[src/hw/rtl/csrvi_pkg.sv]
// ----------------------------------------------------------------------------
// csrvi_pkg
// Shared types, sizes and arithmetic helpers of the value-indexed CSR
// sparse matrix-vector multiply unit.
// ----------------------------------------------------------------------------
package csrvi_pkg;

  localparam int VALUE_SLOTS    = 256;
  localparam int VECTOR_DEPTH   = 4096;
  localparam int ROW_COUNT_BITS = 16;

  localparam int SLOT_W = $clog2(VALUE_SLOTS);
  localparam int COL_W  = $clog2(VECTOR_DEPTH);

  localparam int OUT_FIFO_DEPTH = 8;
  localparam int FIFO_PTR_W     = $clog2(OUT_FIFO_DEPTH);
  localparam int FIFO_CNT_W     = FIFO_PTR_W + 1;

  typedef enum logic [1:0] {
    REQ_LOAD_VALUE  = 2'd0,
    REQ_LOAD_VECTOR = 2'd1,
    REQ_TERM        = 2'd2,
    REQ_EMPTY_ROW   = 2'd3
  } req_type_t;

  typedef struct packed {
    req_type_t          req_type;
    logic [11:0]        column;
    logic [7:0]         value_slot;
    logic signed [31:0] data;
    logic               row_end;
  } in_t;

  typedef struct packed {
    logic [15:0]        row;
    logic signed [31:0] y_value;
  } out_t;

  // control that travels with an item down the pipe
  typedef struct packed {
    logic term;   // multiply-accumulate this item
    logic emit;   // this item closes a row
  } stage_t;

  function automatic logic signed [63:0] sat_add64(input logic signed [63:0] a,
                                                   input logic signed [63:0] b);
    logic signed [64:0] s;
    s = {a[63], a} + {b[63], b};
    if (s[64] != s[63]) begin
      sat_add64 = s[64] ? {1'b1, 63'd0} : {1'b0, {63{1'b1}}};
    end else begin
      sat_add64 = s[63:0];
    end
  endfunction

  // Q32.32 to Q16.16, round half up, then saturate
  function automatic logic signed [31:0] round_q16(input logic signed [63:0] acc);
    logic signed [64:0] t;
    logic signed [48:0] q;
    t = {acc[63], acc} + 65'sd32768;
    q = t[64:16];
    if (q > 49'sd2147483647) begin
      round_q16 = {1'b0, {31{1'b1}}};
    end else if (q < -49'sd2147483648) begin
      round_q16 = {1'b1, 31'd0};
    end else begin
      round_q16 = q[31:0];
    end
  endfunction

endpackage

[src/hw/rtl/csrvi_out_fifo.sv]
// ----------------------------------------------------------------------------
// csrvi_out_fifo
// Small result queue between the pipeline and the output channel.
// ----------------------------------------------------------------------------
module csrvi_out_fifo (
  input  logic                                 clk,
  input  logic                                 rst_n,
  input  logic                                 push,
  input  csrvi_pkg::out_t                      push_data,
  output logic [csrvi_pkg::FIFO_CNT_W-1:0]     count,
  output logic                                 out_valid,
  input  logic                                 out_ready,
  output csrvi_pkg::out_t                      out_data
);
  import csrvi_pkg::*;

  out_t                  buf_r [OUT_FIFO_DEPTH];
  logic [FIFO_PTR_W-1:0] wr_ptr_r;
  logic [FIFO_PTR_W-1:0] rd_ptr_r;
  logic [FIFO_CNT_W-1:0] cnt_r;
  logic                  pop;

  assign out_valid = (cnt_r != '0);
  assign out_data  = buf_r[rd_ptr_r];
  assign pop       = out_valid && out_ready;
  assign count     = cnt_r;

  always_ff @(posedge clk) begin
    if (push) begin
      buf_r[wr_ptr_r] <= push_data;
    end
  end

  always_ff @(posedge clk) begin
    if (!rst_n) begin
      wr_ptr_r <= '0;
      rd_ptr_r <= '0;
      cnt_r    <= '0;
    end else begin
      if (push) begin
        wr_ptr_r <= wr_ptr_r + 1'b1;
      end
      if (pop) begin
        rd_ptr_r <= rd_ptr_r + 1'b1;
      end
      case ({push, pop})
        2'b10:   cnt_r <= cnt_r + 1'b1;
        2'b01:   cnt_r <= cnt_r - 1'b1;
        default: cnt_r <= cnt_r;
      endcase
    end
  end

endmodule

[config.mk]
export PLATFORM = sky130hd
export DESIGN_NAME = csrvi_out_fifo
export DESIGN_NICKNAME = d
export VERILOG_FILES = /design/src/hw/rtl/csrvi_pkg.sv /design/src/hw/rtl/csrvi_out_fifo.sv
export SDC_FILE = /design/constraint.sdc
export NUM_CORES = 1
export LEC_CHECK = 0
export BUFFER_PORTS_ARGS = -buffer_cell sky130_fd_sc_hd__buf_2
export CAP_MARGIN = 20
export CORE_AREA = 2 2 188 190
export DETAILED_ROUTE_END_ITERATION = 6
export DIE_AREA = 0 0 190 192
export HOLD_SLACK_MARGIN = 0.08
export PLACE_DENSITY_LB_ADDON = 0.1
export SLEW_MARGIN = 10
export SYNTH_ARGS = -nofsm -noshare
export SYNTH_HDL_FRONTEND = slang
export SYNTH_SLANG_ARGS = --single-unit
[constraint.sdc]
create_clock -name clk -period 4.4 [get_ports clk]
set_input_delay 0 -clock clk [delete_from_list [all_inputs] [get_ports clk]]
set_output_delay 0 -clock clk [all_outputs]
set_load 0.1 [all_outputs]
# Word-level counts from Yosys, hierarchy flattened

Memory sizes are Yosys's and may differ from the RTL's. A register that Yosys moved wholly into a read port is not among the register bits.
Cells that the tools add are included.

Bits of input ports: 52
Output and inout bits: 53
Bits in writable memories: 384
Memories: 1
Bits in registers: 10
Logic and storage cells: 18

Reductions and logical operators: 3
Equality and inequality tests: 2
Mux-type cells: 5
$add $sub $neg: 4

Memory list:

| memory | words | width | rd ports | clocked after memory_dff | write ports | line                 | source |
|---|---|---|---|---|---|---|---|
| buf_r  | 8     | 48    | 1        | 1                        | 1           | csrvi_out_fifo.sv:17 | `out_t buf_r [OUT_FIFO_DEPTH];` |

Operators with widths:

| kind                                                                | count |
|---|---|
| 4-bit case mux with 2 select lines                                  | 1 |
| 3-bit by 1-bit adder with 3-bit output (second input constant)      | 2 |
| 3-bit two-way mux                                                   | 2 |
| 4-bit by 1-bit adder with 4-bit output (second input constant)      | 1 |
| 4-bit nonzero test                                                  | 1 |
| 4-bit by 1-bit subtractor with 4-bit output (second input constant) | 1 |
| 2-bit by 1-bit == test with 1-bit output (second input constant)    | 1 |
| 2-bit == test (second input constant)                               | 1 |
| 1-bit two-way mux                                                   | 2 |
| 2-bit nonzero test                                                  | 1 |
| 1-bit logical AND                                                   | 1 |

# Logic depth before layout (Yosys ltp)

Word-level depth: 4
Depth in mapped cells: 10
Mapped depth without buffers: 10

# Worst setup path before layout

Ideal clock, no wire load.

Path kind: reg-to-reg
Start point: register wr_ptr_r[2]
End point: memory buf_r[0][0] (netlist name), enable pin
Clock period less this slack: 4.287 ns
Data arrival time: 3.774 ns
Cell stages (with the launch flop): 3
Slack: 0.113 ns
Data required time: 3.887 ns
Buffers on the path: 0
Library setup time: 0.513 ns
Path through: dfxtp_1 nand2b_1 nor3_1

RTL lines:

| element                  | line                 | source |
|---|---|---|
| start: declaration       | csrvi_out_fifo.sv:18 | `logic [FIFO_PTR_W-1:0] wr_ptr_r;` |
| start signal: assignment | csrvi_out_fifo.sv:41 | `wr_ptr_r <= wr_ptr_r + 1'b1;` |
| end: declaration         | csrvi_out_fifo.sv:17 |  |

Straight into the memory's write port.

==> flow_summary.yaml <==
timing:
  finalClockSkew_ns: 0.00799
  period_needed_ns: 3.04
  final_max_slew_viol_count: 0
  slew-limit-headroom: 0.325
  tns_ns: 0
  worstMarginPinSlew_ns: 1.01
  hold_violations: 0
  rsz0062_at_grt: "false"
  clock.fmax_mhz: 329
  min_period_over_period: 0.692
  setup_viol_count_final: 0
die:
  die_x_um: 190
  core.rowCount: 68
  core_area_mm2: 0.0343
  die_h_um: 192
  start_util: 0.445
  io_pins: 105
  die-area_mm2: 0.0365
cells_and_area:
  syn_to_final_growth_pct: 19.7
  multi_input_area_mm2: 0.00330
  drive_gt1_frac: 0.394
  diodes: 0
  final_common_cell: "edfxtp_1"
  fill_cells: 2660
  fin_nets: 872
  seq_area_mm2: 0.0118
  final_cell_mix: "edfxtp_1, buf_2, mux4_2, dlygate4sd3_1, clkbuf_16"
synth:
  ys_ff_latch: 397
  synth.avg_cell_area_um2: 24.3
  synth_top_area_share: 0.756
  async_flop_share: 0
  synth_area_leaders: "edfxtp_1, mux4_2, mux2_4"
  synth_area_mm2: 0.0153
  synthCells: 627
  synth_area_leader_cell: "edfxtp_1"
  synth_ff_type: "edfxtp_1"
  yosysSeqAreaShare: 0.773
  synth-edff-count: 384
  synth_cell_type_count: 31
  yosysWarningCount: 0
  synth_nets: 684
worst_setup_path:
  cp.arrival_ns: 3.04
  end_kind: "output pin"
  crit_path_start_kind: "flip-flop"
  reg2regPathDepth: 10
  crit_required_ns: 4.40
  crit_path_max_fanout: 39
  crit_type: "flip-flop to output pin"
  worstReg2RegEnd: "count[2]"
  critical-path-slowest-cell: "dfxtp_4"
  crit_path_end: "out_data[41]"
  r2r_start: "count[1]"
  crit_chain: "buf_4 -> mux4_1 -> mux2_4 -> buf_2"
  reg2reg_slack_ns: 1.65
  cpPeakStageDelay_ns: 0.90
job:
  max_cap_viol_count: 0
route:
  vias: 6879
  wl_um: 30100
  wl_per_cell_um: 23.2
  first_pass_iters: 4
  first_iter_violations: 414
  ant_nets: 0
  drc: 0
  vias_per_cell: 5.30
clocking:
  cts_root_buf: "clkbuf_16"
  numCtsBuffers: 42
  clk_latency_ns: 0.52
  clkTransAtPathRegs_ns: 0.06
  htree_levels: 2
  cts_setup_buffers: 0
  clk_path_buf_depth: 3
  cts_sinks: 397
  cts_resized: 0
  hold_buffers: 52
  cts_tree: "done"
power:
  p_leak_uw: 0.00598
  max-vdd-ir-drop_mv: 0.817
  finalPower_uw: 10800
  powerDensity_mw_per_mm2: 591
global_routing:
  antenna_found_initial: 0
  first_global_vias: 7572
  grt_use_total: 0.170
  grt_max_degree: 51
  grt_remaining_overflow: 0
  grt_pass1_wl_um: 45700
placed_design:
  place_congestion: 0.669
  port_buffers: 104
  dp_hpwl_um: 16500
run_status:
  outcome: "completed"
worst_hold_path:
  hold_class: "primary input to flip-flop"
## synthesized netlist by cell type, types with 2 or more instances
| cell | instances |
|---|---|
| nand2_1 | 7 |
| nor2b_1 | 2 |
| xnor2_1 | 4 |
| mux4_2 | 93 |
| mux2_2 | 9 |
| xor2_1 | 3 |
| buf_2 | 12 |
| nor2_1 | 6 |
| and2_1 | 6 |
| mux4_1 | 3 |
| nand2b_1 | 4 |
| mux2_4 | 40 |
| nand3_1 | 2 |
| edfxtp_1 | 384 |
| inv_1 | 2 |
| clkbuf_1 | 11 |
| dfxtp_1 | 13 |
| ha_1 | 5 |
| nor3_1 | 3 |
| buf_12 | 5 |
| mux2i_1 | 3 |
## state kept, by name, indices dropped and copies added (netlist names), named ones only
signal and cells:
wr_ptr_r 3, count 4, buf_r 384, rd_ptr_r 3
## logic make-up (layout without fill, tap and decap cells)
family / after synthesis / after routing / synth area share
AOI/OAI and AO/OA: 6 / 6 / 0.00279
xor gates and xnor gates: 7 / 7 / 0.00402
adders and majority gates: 5 / 5 / 0.00410
buffers and inverters: 31 / 247 / 0.0144
DFF: 397 / 397 / 0.773
muxes: 148 / 148 / 0.190
and+or+nand+nor: 33 / 33 / 0.0112
## where the power goes
part,internal [uW],switching (uW),total (uW),leakage (uW)
Sequential,4270,172,4440,0.00360
Combinational,928,1930,2860,0.00172
Clock,2130,1360,3480,0.000666
## through the flow
step | area (um^2) | hold WS [ns] | setup slack (ns) | instances | utilization
final | 18300 | 0.274 | 1.36 | 1298 | 0.532
after CTS | 18300 | 0.262 | 1.25 | 1298 | 0.532
after detailed placement | 16400 | 0.272 | 1.73 | 1174 | 0.478
after floorplan | 15300 | 0.0989 | 0.113 | 627 | -
after global placement | 16400 | 0.251 | 1.82 | 1174 | 0.478
after global routing | 18300 | 0.282 | 1.14 | 1298 | 0.532
## critical path, delay by kind of cell (launching register included)
family,cells,cell delay (ns)
flops,1,0.90
buf+inv,2,0.72
mux,2,0.86
## layout make-up
| type | instances | share of cell area |
|---|---|---|
| inverters | 2 | 0.000411 |
| repair buffers | 173 | 0.0668 |
| well taps | 455 | 0.0312 |
| multi-input cells | 199 | 0.181 |
| clock buffers | 49 | 0.0602 |
| clock inverters | 23 | 0.0143 |
| flip-flops and latches | 397 | 0.646 |
## per-layer routing
metal | wire length (um) | vias up | part of all wire | GRT usage
li1 | - | 3030 | - | -
met1 | 12400 | 3632 | 0.41 | 0.215
met5 | 0 | - | 0 | 0
met3 | 1360 | 51 | 0.045 | 0.0309
met2 | 15700 | 166 | 0.52 | 0.300
met4 | 610 | 0 | 0.020 | 0.0477
## worst min-delay path by stage
stage,startpoint,to,slack [ns],depth (start not counted)
floorplan,push_data[0],buf_r[0][0],0.1,0
global placement,push_data[8],buf_r[7][8],0.25,1
detailed placement,push_data[17],buf_r[3][17],0.27,1
CTS,push_data[41],buf_r[0][41],0.26,2
global route,push_data[9],buf_r[4][9],0.28,2
finish,push_data[1],buf_r[4][1],0.27,2
(Power assumes the default switching activity.)
