## config.mk

```make
export PLATFORM = sky130hd
export DESIGN_NAME = csrvi_mac
export DESIGN_NICKNAME = d
export VERILOG_FILES = /design/src/hw/rtl/csrvi_pkg.sv /design/src/hw/rtl/csrvi_mac.sv
export SDC_FILE = /design/constraint.sdc
export NUM_CORES = 2
export LEC_CHECK = 0
export BUFFER_PORTS_ARGS = -buffer_cell sky130_fd_sc_hd__buf_2
export CORE_MARGIN = 3
export CORE_UTILIZATION = 65
export DETAILED_ROUTE_END_ITERATION = 8
export PLACE_DENSITY = 0.81
export SYNTH_ARGS = -nofsm -noshare
export SYNTH_HDL_FRONTEND = slang
export SYNTH_SLANG_ARGS = --single-unit
```

## constraint.sdc

```tcl
create_clock -name clk -period 17.5 [get_ports clk]
set_input_delay 2.625 -clock clk [delete_from_list [all_inputs] [get_ports clk]]
set_output_delay 2.625 -clock clk [all_outputs]
set_load 0.01 [all_outputs]
```

## src/hw/rtl/csrvi_pkg.sv

```systemverilog
// ----------------------------------------------------------------------------
// csrvi_pkg
// Shared types, sizes and arithmetic helpers of the value-indexed CSR
// sparse matrix-vector multiply unit.
// ----------------------------------------------------------------------------
package csrvi_pkg;

  localparam int VALUE_SLOTS    = 256;
  localparam int VECTOR_DEPTH   = 4096;
  localparam int ROW_COUNT_BITS = 16;

  localparam int SLOT_W = $clog2(VALUE_SLOTS);
  localparam int COL_W  = $clog2(VECTOR_DEPTH);

  localparam int OUT_FIFO_DEPTH = 8;
  localparam int FIFO_PTR_W     = $clog2(OUT_FIFO_DEPTH);
  localparam int FIFO_CNT_W     = FIFO_PTR_W + 1;

  typedef enum logic [1:0] {
    REQ_LOAD_VALUE  = 2'd0,
    REQ_LOAD_VECTOR = 2'd1,
    REQ_TERM        = 2'd2,
    REQ_EMPTY_ROW   = 2'd3
  } req_type_t;

  typedef struct packed {
    req_type_t          req_type;
    logic [11:0]        column;
    logic [7:0]         value_slot;
    logic signed [31:0] data;
    logic               row_end;
  } in_t;

  typedef struct packed {
    logic [15:0]        row;
    logic signed [31:0] y_value;
  } out_t;

  // control that travels with an item down the pipe
  typedef struct packed {
    logic term;   // multiply-accumulate this item
    logic emit;   // this item closes a row
  } stage_t;

  function automatic logic signed [63:0] sat_add64(input logic signed [63:0] a,
                                                   input logic signed [63:0] b);
    logic signed [64:0] s;
    s = {a[63], a} + {b[63], b};
    if (s[64] != s[63]) begin
      sat_add64 = s[64] ? {1'b1, 63'd0} : {1'b0, {63{1'b1}}};
    end else begin
      sat_add64 = s[63:0];
    end
  endfunction

  // Q32.32 to Q16.16, round half up, then saturate
  function automatic logic signed [31:0] round_q16(input logic signed [63:0] acc);
    logic signed [64:0] t;
    logic signed [48:0] q;
    t = {acc[63], acc} + 65'sd32768;
    q = t[64:16];
    if (q > 49'sd2147483647) begin
      round_q16 = {1'b0, {31{1'b1}}};
    end else if (q < -49'sd2147483648) begin
      round_q16 = {1'b1, 31'd0};
    end else begin
      round_q16 = q[31:0];
    end
  endfunction

endpackage

```

## src/hw/rtl/csrvi_mac.sv

```systemverilog
// ----------------------------------------------------------------------------
// csrvi_mac
// Registered 32x32 product, saturating row accumulator, row counter and
// output rounding.
// ----------------------------------------------------------------------------
module csrvi_mac (
  input  logic                 clk,
  input  logic                 rst_n,
  input  csrvi_pkg::stage_t    st1,
  input  logic signed [31:0]   a,
  input  logic signed [31:0]   x,
  output logic [1:0]           pend_cnt,
  output logic                 res_push,
  output csrvi_pkg::out_t      res
);
  import csrvi_pkg::*;

  logic signed [63:0]        prod_r;
  stage_t                    st2_r;
  logic signed [63:0]        acc_r;
  logic signed [63:0]        acc_nxt;
  logic [ROW_COUNT_BITS-1:0] row_cnt_r;
  logic [ROW_COUNT_BITS-1:0] row_cnt_nxt;
  logic signed [63:0]        sum;
  logic signed [63:0]        sum3_r;
  logic [15:0]               row3_r;
  logic                      emit3_r;

  always_ff @(posedge clk) begin
    prod_r <= a * x;
  end

  always_comb begin
    sum         = st2_r.term ? sat_add64(acc_r, prod_r) : acc_r;
    acc_nxt     = acc_r;
    row_cnt_nxt = row_cnt_r;
    if (st2_r.emit) begin
      acc_nxt     = '0;
      row_cnt_nxt = row_cnt_r + 1'b1;
    end else if (st2_r.term) begin
      acc_nxt = sum;
    end
  end

  always_ff @(posedge clk) begin
    if (!rst_n) begin
      st2_r     <= '0;
      acc_r     <= '0;
      row_cnt_r <= '0;
      emit3_r   <= 1'b0;
    end else begin
      st2_r     <= st1;
      acc_r     <= acc_nxt;
      row_cnt_r <= row_cnt_nxt;
      emit3_r   <= st2_r.emit;
    end
  end

  always_ff @(posedge clk) begin
    sum3_r <= sum;
    row3_r <= 16'(row_cnt_r);
  end

  assign pend_cnt    = {1'b0, st2_r.emit} + {1'b0, emit3_r};
  assign res_push    = emit3_r;
  assign res.row     = row3_r;
  assign res.y_value = round_q16(sum3_r);

endmodule

```

# Word-level counts from Yosys, hierarchy flattened
# Cells that the tools add are included.
# totals
ff_bits	227
elab_cells	23
# op_classes
mux	5
n_reduce_logical	1
n_lt_le_gt_ge	2
n_mul	1
addsub	4
bitwise_logic	1
n_eq_ne	1
# ops
cell	count
$mux 64	3
$add 64x17->65 const B	1
$add 64x64->65	1
$mul 32x32->64	1
$mux 32	2
$gt 49x32->1 const B	1
$lt 49x32->1 const B	1
$add 16x1->16 const B	1
$add 1x1->2	1
$reduce_or 2->1	1
$ne 1x1->1	1
$not 1->1	1

# Logic depth before layout (Yosys ltp)
# depth
depth_word	4
depth_mapped	29
depth_no_buf	28

# Worst setup path after synthesis
# Ideal clock, no wire load.
# synth_timing
kind	input to register
from	in a[31]
to	reg prod_r[61]
slack_ns	7.291
t_arrival_ns	10.060
cell_stages	23
path_cell_list	clkbuf_1 nand2_1 inv_1 fa_1 fa_1 fa_1 inv_1 fa_1 inv_1 fa_1 fa_1 inv_1 fa_1 fa_1 inv_1 ha_1 a21o_1 a21oi_1 inv_1 a221oi_1 nor3_1 a2111oi_0 a21oi_1
# synth_via
elab_chain_cells	1
# synth_lines
element	line	source
from (decl)	csrvi_mac.sv:10	input logic signed [31:0] a,
$mul 32x32->64	csrvi_mac.sv:30	prod_r <= a * x;
to (signal assigned)	csrvi_mac.sv:30	
to (decl)	csrvi_mac.sv:18	logic signed [63:0] prod_r;
# No other way between the ends.
# A chain may end at the register's enable or synchronous reset.

# Final worst setup path
# layout_timing
from	in x[5]
to	reg prod_r[61]
# layout_via
elab_chain_cells	1
# layout_lines
element	line	source
from (decl)	csrvi_mac.sv:11	input logic signed [31:0] x,
$mul 32x32->64	csrvi_mac.sv:30	
# No other way between the ends.

==> results <==
- The run finished with clean final reports.
- Wires add up to ~120000 um.
- Across all register-to-register paths, the minimum setup slack is ~12000 ps.
- The final max-slew violation count is 0.
- In this run the mean area of a mapped cell was 9.11 um^2.
- For the pin with the worst max-slew slack, the measured transition is approximately 1200 ps.
- TritonCTS built the clock tree.
- The tree is rooted in a sky130_fd_sc_hd__clkbuf_16.
- Setup repair after global routing left no endpoint under its margin.
- The dominant synthesized flop cell is sky130_fd_sc_hd__dfxtp_1.
- The termination of the worst setup path is prod_r[61].
- roughly 120 I/O pins were placed.
- Counting cells, the worst reg-to-reg path comes to 11.
- The mapped netlist covers between 0.04 and 0.05 mm^2.
- The placement row count is 98.
- In this run the worst hold path is classified as flop to flop.
- The count of fill cells added during filler insertion is 5576.
- The placeable core area is between 0.07 and 0.08 mm^2.
- For this design, the CTS-stage hold fixing added 0 buffers.
- The total track usage is 32.1%.
- The routed via count divided by cell count is ~5.8.
- After synthesis, the netlist uses between 80 and 90 different library cells.
- The wire-length estimate of the detail-placed layout is slightly above 90000 um.
- Before antenna repair, the detailed router went through 5 iterations.
- The setup skew after layout is about 13 ps.
- The share of synthesized flip-flops with an asynchronous set or reset is 0%.
- The total DRC errors in the routed layout is 0.
- Setup violations remaining at the end of the flow were counted as 0.
- During synthesis, Yosys emitted a total of 0 warnings.
- The leading area contributor after synthesis is sky130_fd_sc_hd__fa_1.
- The maximum clock path buffer count is 3.
- The clock net sink count is around 210.
- At the end of routability-driven placement, the weighted congestion stood at between 0.9 and 1.
- For this run, the top clock speed supported by timing is 94.2 MHz.
- Sequential elements use between 8 and 9% of the synthesized area.
- The clock period could shrink to 10610 ps.
- Ranked by total cell area, the synthesized netlist is headed by sky130_fd_sc_hd__fa_1, sky130_fd_sc_hd__dfxtp_1, sky130_fd_sc_hd__inv_1.
- Compared with the post-synthesis result, the final layout area differs by 3.30%.
- Of the available clock period, the critical path in the final layout requires 60.7%.
- The number of buffers inserted to repair setup after CTS is 0.
- The number of antenna-violating nets in the routed design is 0.
- Setup total negative slack on the finished layout was measured at 0 ps.
- The final global-route overflow total is 0.
- The first-pass GRT wire length is just under 200000 um.
- The flip-flop and latch count after synthesis is between 200 and 250.
- The number of H-tree levels is 1.
- The initial antenna violation count is 5.
- STA classifies the critical path startpoint as an input pin.
- The cell count along the critical path is 25.
- The placement-stage worst setup slack is 6350 ps.
- The count of mapped cells out of synthesis is 5184.
- Counting the buffers created by CTS gives 19.
- Yosys instantiated no cell more often than sky130_fd_sc_hd__fa_1.
- The maximum fanout along the worst path is 32.
- Dividing the detail-routed wire length by the instance count gives between 15 and 20 um.
- The post-cts repair resize count is 0.
- The number of failing hold endpoints at the final stage came to 0.
- On the critical path the largest part of the delay comes from adder cells.
- The via count is 35077.
- Port buffering added between 100 and 150 buffers.
- The share of synthesized area in the top cell type comes to 45.9%.
- The effective utilization at floorplan is 65.8%.
- The number of flops mapped to enable cells by yosys is 0.
- The start point of the critical path is x[5].
- After clock tree synthesis, the clock-pin slew on the worst setup and hold paths is ~70 ps.
- The number of buffer and inverter instances along the worst setup path is 9.
- The number of global-route vias before repair is between 30000 and 40000.
- Across the run, the number of max-cap violations was 0.
- In the final design database the tool counted about 6500 nets.
- The total nets after synthesis is between 6000 and 7000.
- The worst pin sits at a relative slew slack of approximately a fifth.
- Data arrives at the worst endpoint at approximately 11000 ps.
- The path type of the worst setup path is input pin to flop.
- The die covers ~0.076 mm^2.
- Measured along the x axis, the die boundary spans 275 um.
- The initial detailed-routing violation count is approximately 2600.
- The die span in y is approximately 280 um.
- By count the netlist is led by sky130_fd_sc_hd__fa_1, sky130_fd_sc_hd__inv_1, sky130_fd_sc_hd__nand2_1, sky130_fd_sc_hd__and2_1, sky130_fd_sc_hd__ha_1.
- The critical register-to-register path endpoint is acc_r[49].
- The maximum number of pins on one net before global-route repair is ~100.
- The final setup slack of the worst path is between 6000 and 7000 ps.
- The worst path required time is between 15000 and 20000 ps.
- The post-route netlist has ~3.8% of its cells at a drive strength greater than 1.
- The kind of end point of the critical path is a flop.
- The slowest cell on the critical path is sky130_fd_sc_hd__buf_2.
- The largest stage delay on the critical path is 630 ps.
- The source-to-sink clock delay at the later pin of the worst-skew pair is around 510 ps.
- The worst flop-to-flop path startpoint is acc_r[36].
==> per-stage QoR <==
stage | instances | hold slack (ps) | instance area, um^2 | util [%]
2_1_floorplan | 5184 | 350 | 47200 | -
5_1_grt | 6036 | 375 | 48800 | 68.0
6_report | 6038 | 368 | 48800 | 68.0
3_3_place_gp | 6002 | 353 | 48100 | 67.0
4_1_cts | 6036 | 368 | 48800 | 68.0
3_5_place_dp | 6002 | 357 | 48100 | 67.0
==> layer usage <==
metal / wire length, um / vias to the layer above / track usage (%)
met1: 47400 / 17663 / 44.6
li1: - / 15519 / -
met5: 36 / - / 0
met2: 51900 / 1645 / 49.5
met4: 2900 / 6 / 8.31
met3: 13900 / 244 / 9.79
==> worst reg2reg max path, stage by stage, from the launching register on <==
cell	delay, ps
sky130_fd_sc_hd__dfxtp_1	360
sky130_fd_sc_hd__ha_1	430
sky130_fd_sc_hd__nand4_1	210
sky130_fd_sc_hd__or2_2	340
sky130_fd_sc_hd__or3_1	350
sky130_fd_sc_hd__a311oi_1	600
sky130_fd_sc_hd__o211a_1	270
sky130_fd_sc_hd__o211a_1	190
sky130_fd_sc_hd__a211o_1	400
sky130_fd_sc_hd__nand3_2	930
sky130_fd_sc_hd__nor2_1	770
sky130_fd_sc_hd__a2111oi_0	150
==> cell usage in the layout, fill, tap and decap left out, types with 8 or more instances in the layout <==
master                      instances
sky130_fd_sc_hd__and3_1            20
sky130_fd_sc_hd__fa_1            1083
sky130_fd_sc_hd__nand4_1           29
sky130_fd_sc_hd__nor2b_1            8
sky130_fd_sc_hd__inv_1           1034
sky130_fd_sc_hd__nand2b_1          28
sky130_fd_sc_hd__buf_4             15
sky130_fd_sc_hd__o21ai_0           94
sky130_fd_sc_hd__nor2_1           141
sky130_fd_sc_hd__nand2_1          654
sky130_fd_sc_hd__clkbuf_16         19
sky130_fd_sc_hd__a21o_1            69
sky130_fd_sc_hd__buf_2            118
sky130_fd_sc_hd__nand3_1           54
sky130_fd_sc_hd__a2111oi_0          8
sky130_fd_sc_hd__a221oi_1           8
sky130_fd_sc_hd__o21a_1            17
sky130_fd_sc_hd__xor2_1            63
sky130_fd_sc_hd__a41oi_1            8
sky130_fd_sc_hd__or3_1             12
sky130_fd_sc_hd__and2_1           524
sky130_fd_sc_hd__ha_1             251
sky130_fd_sc_hd__xnor2_1          106
sky130_fd_sc_hd__dfxtp_1          211
sky130_fd_sc_hd__o21bai_1          22
sky130_fd_sc_hd__o21ai_1           26
sky130_fd_sc_hd__a21oi_1          198
sky130_fd_sc_hd__a31oi_1           20
sky130_fd_sc_hd__o211ai_1          28
sky130_fd_sc_hd__nor3_1            30
sky130_fd_sc_hd__and4_1            14
sky130_fd_sc_hd__a211oi_1          44
==> sequential cells by signal (all words and copies together), names as in the netlist, named ones only <==
signal / flops
row_cnt_r: 16
st2_r: 2
sum3_r: 49
res_push: 1
row3_r: 16
prod_r: 64
acc_r: 49
==> how the worst min path moves through the flow <==
stage	end	slack [ps]	depth (start not counted)	from
6_report	row3_r[15]	370	0	row_cnt_r[15]
5_1_grt	row3_r[15]	380	0	row_cnt_r[15]
4_1_cts	row3_r[15]	370	0	row_cnt_r[15]
3_5_place_dp	row3_r[15]	360	0	row_cnt_r[15]
3_3_place_gp	row3_r[15]	350	0	row_cnt_r[15]
2_1_floorplan	row3_r[15]	350	0	row_cnt_r[15]
==> cell families (layout without fill, tap and decap cells) <==
kind of cell | after synthesis | count (layout) | synth area share [%]
and+or+nand+nor | 1548 | 1548 | 16.3
adders and majority gates | 1341 | 1341 | 52.7
buffers and inverters | 1299 | 1201 | 10.4
AOI/OAI and AO/OA | 610 | 610 | 8.34
DFF | 212 | 212 | 8.99
xor gates and xnor gates | 169 | 169 | 3.14
muxes | 5 | 5 | 0.111
other | 0 | 2 | 0
==> area by class of cell <==
| type | count | area, um^2 | area share [%] |
|---|---|---|---|
| repair buffers | 133 | 703 | 1.44 |
| flip-flops and latches | 212 | 4250 | 8.71 |
| multi-input cells | 3673 | 38100 | 78.0 |
| inverters | 1034 | 3880 | 7.96 |
| clock inverters | 13 | 188 | 0.385 |
| clock buffers | 21 | 493 | 1.01 |
| diodes | 2 | 5.00 | 0.0103 |
| well taps | 950 | 1190 | 2.44 |
Power is left out: the tool's default activity adds up to more than one toggle a clock period on the data nets, which glitch-free logic cannot reach.
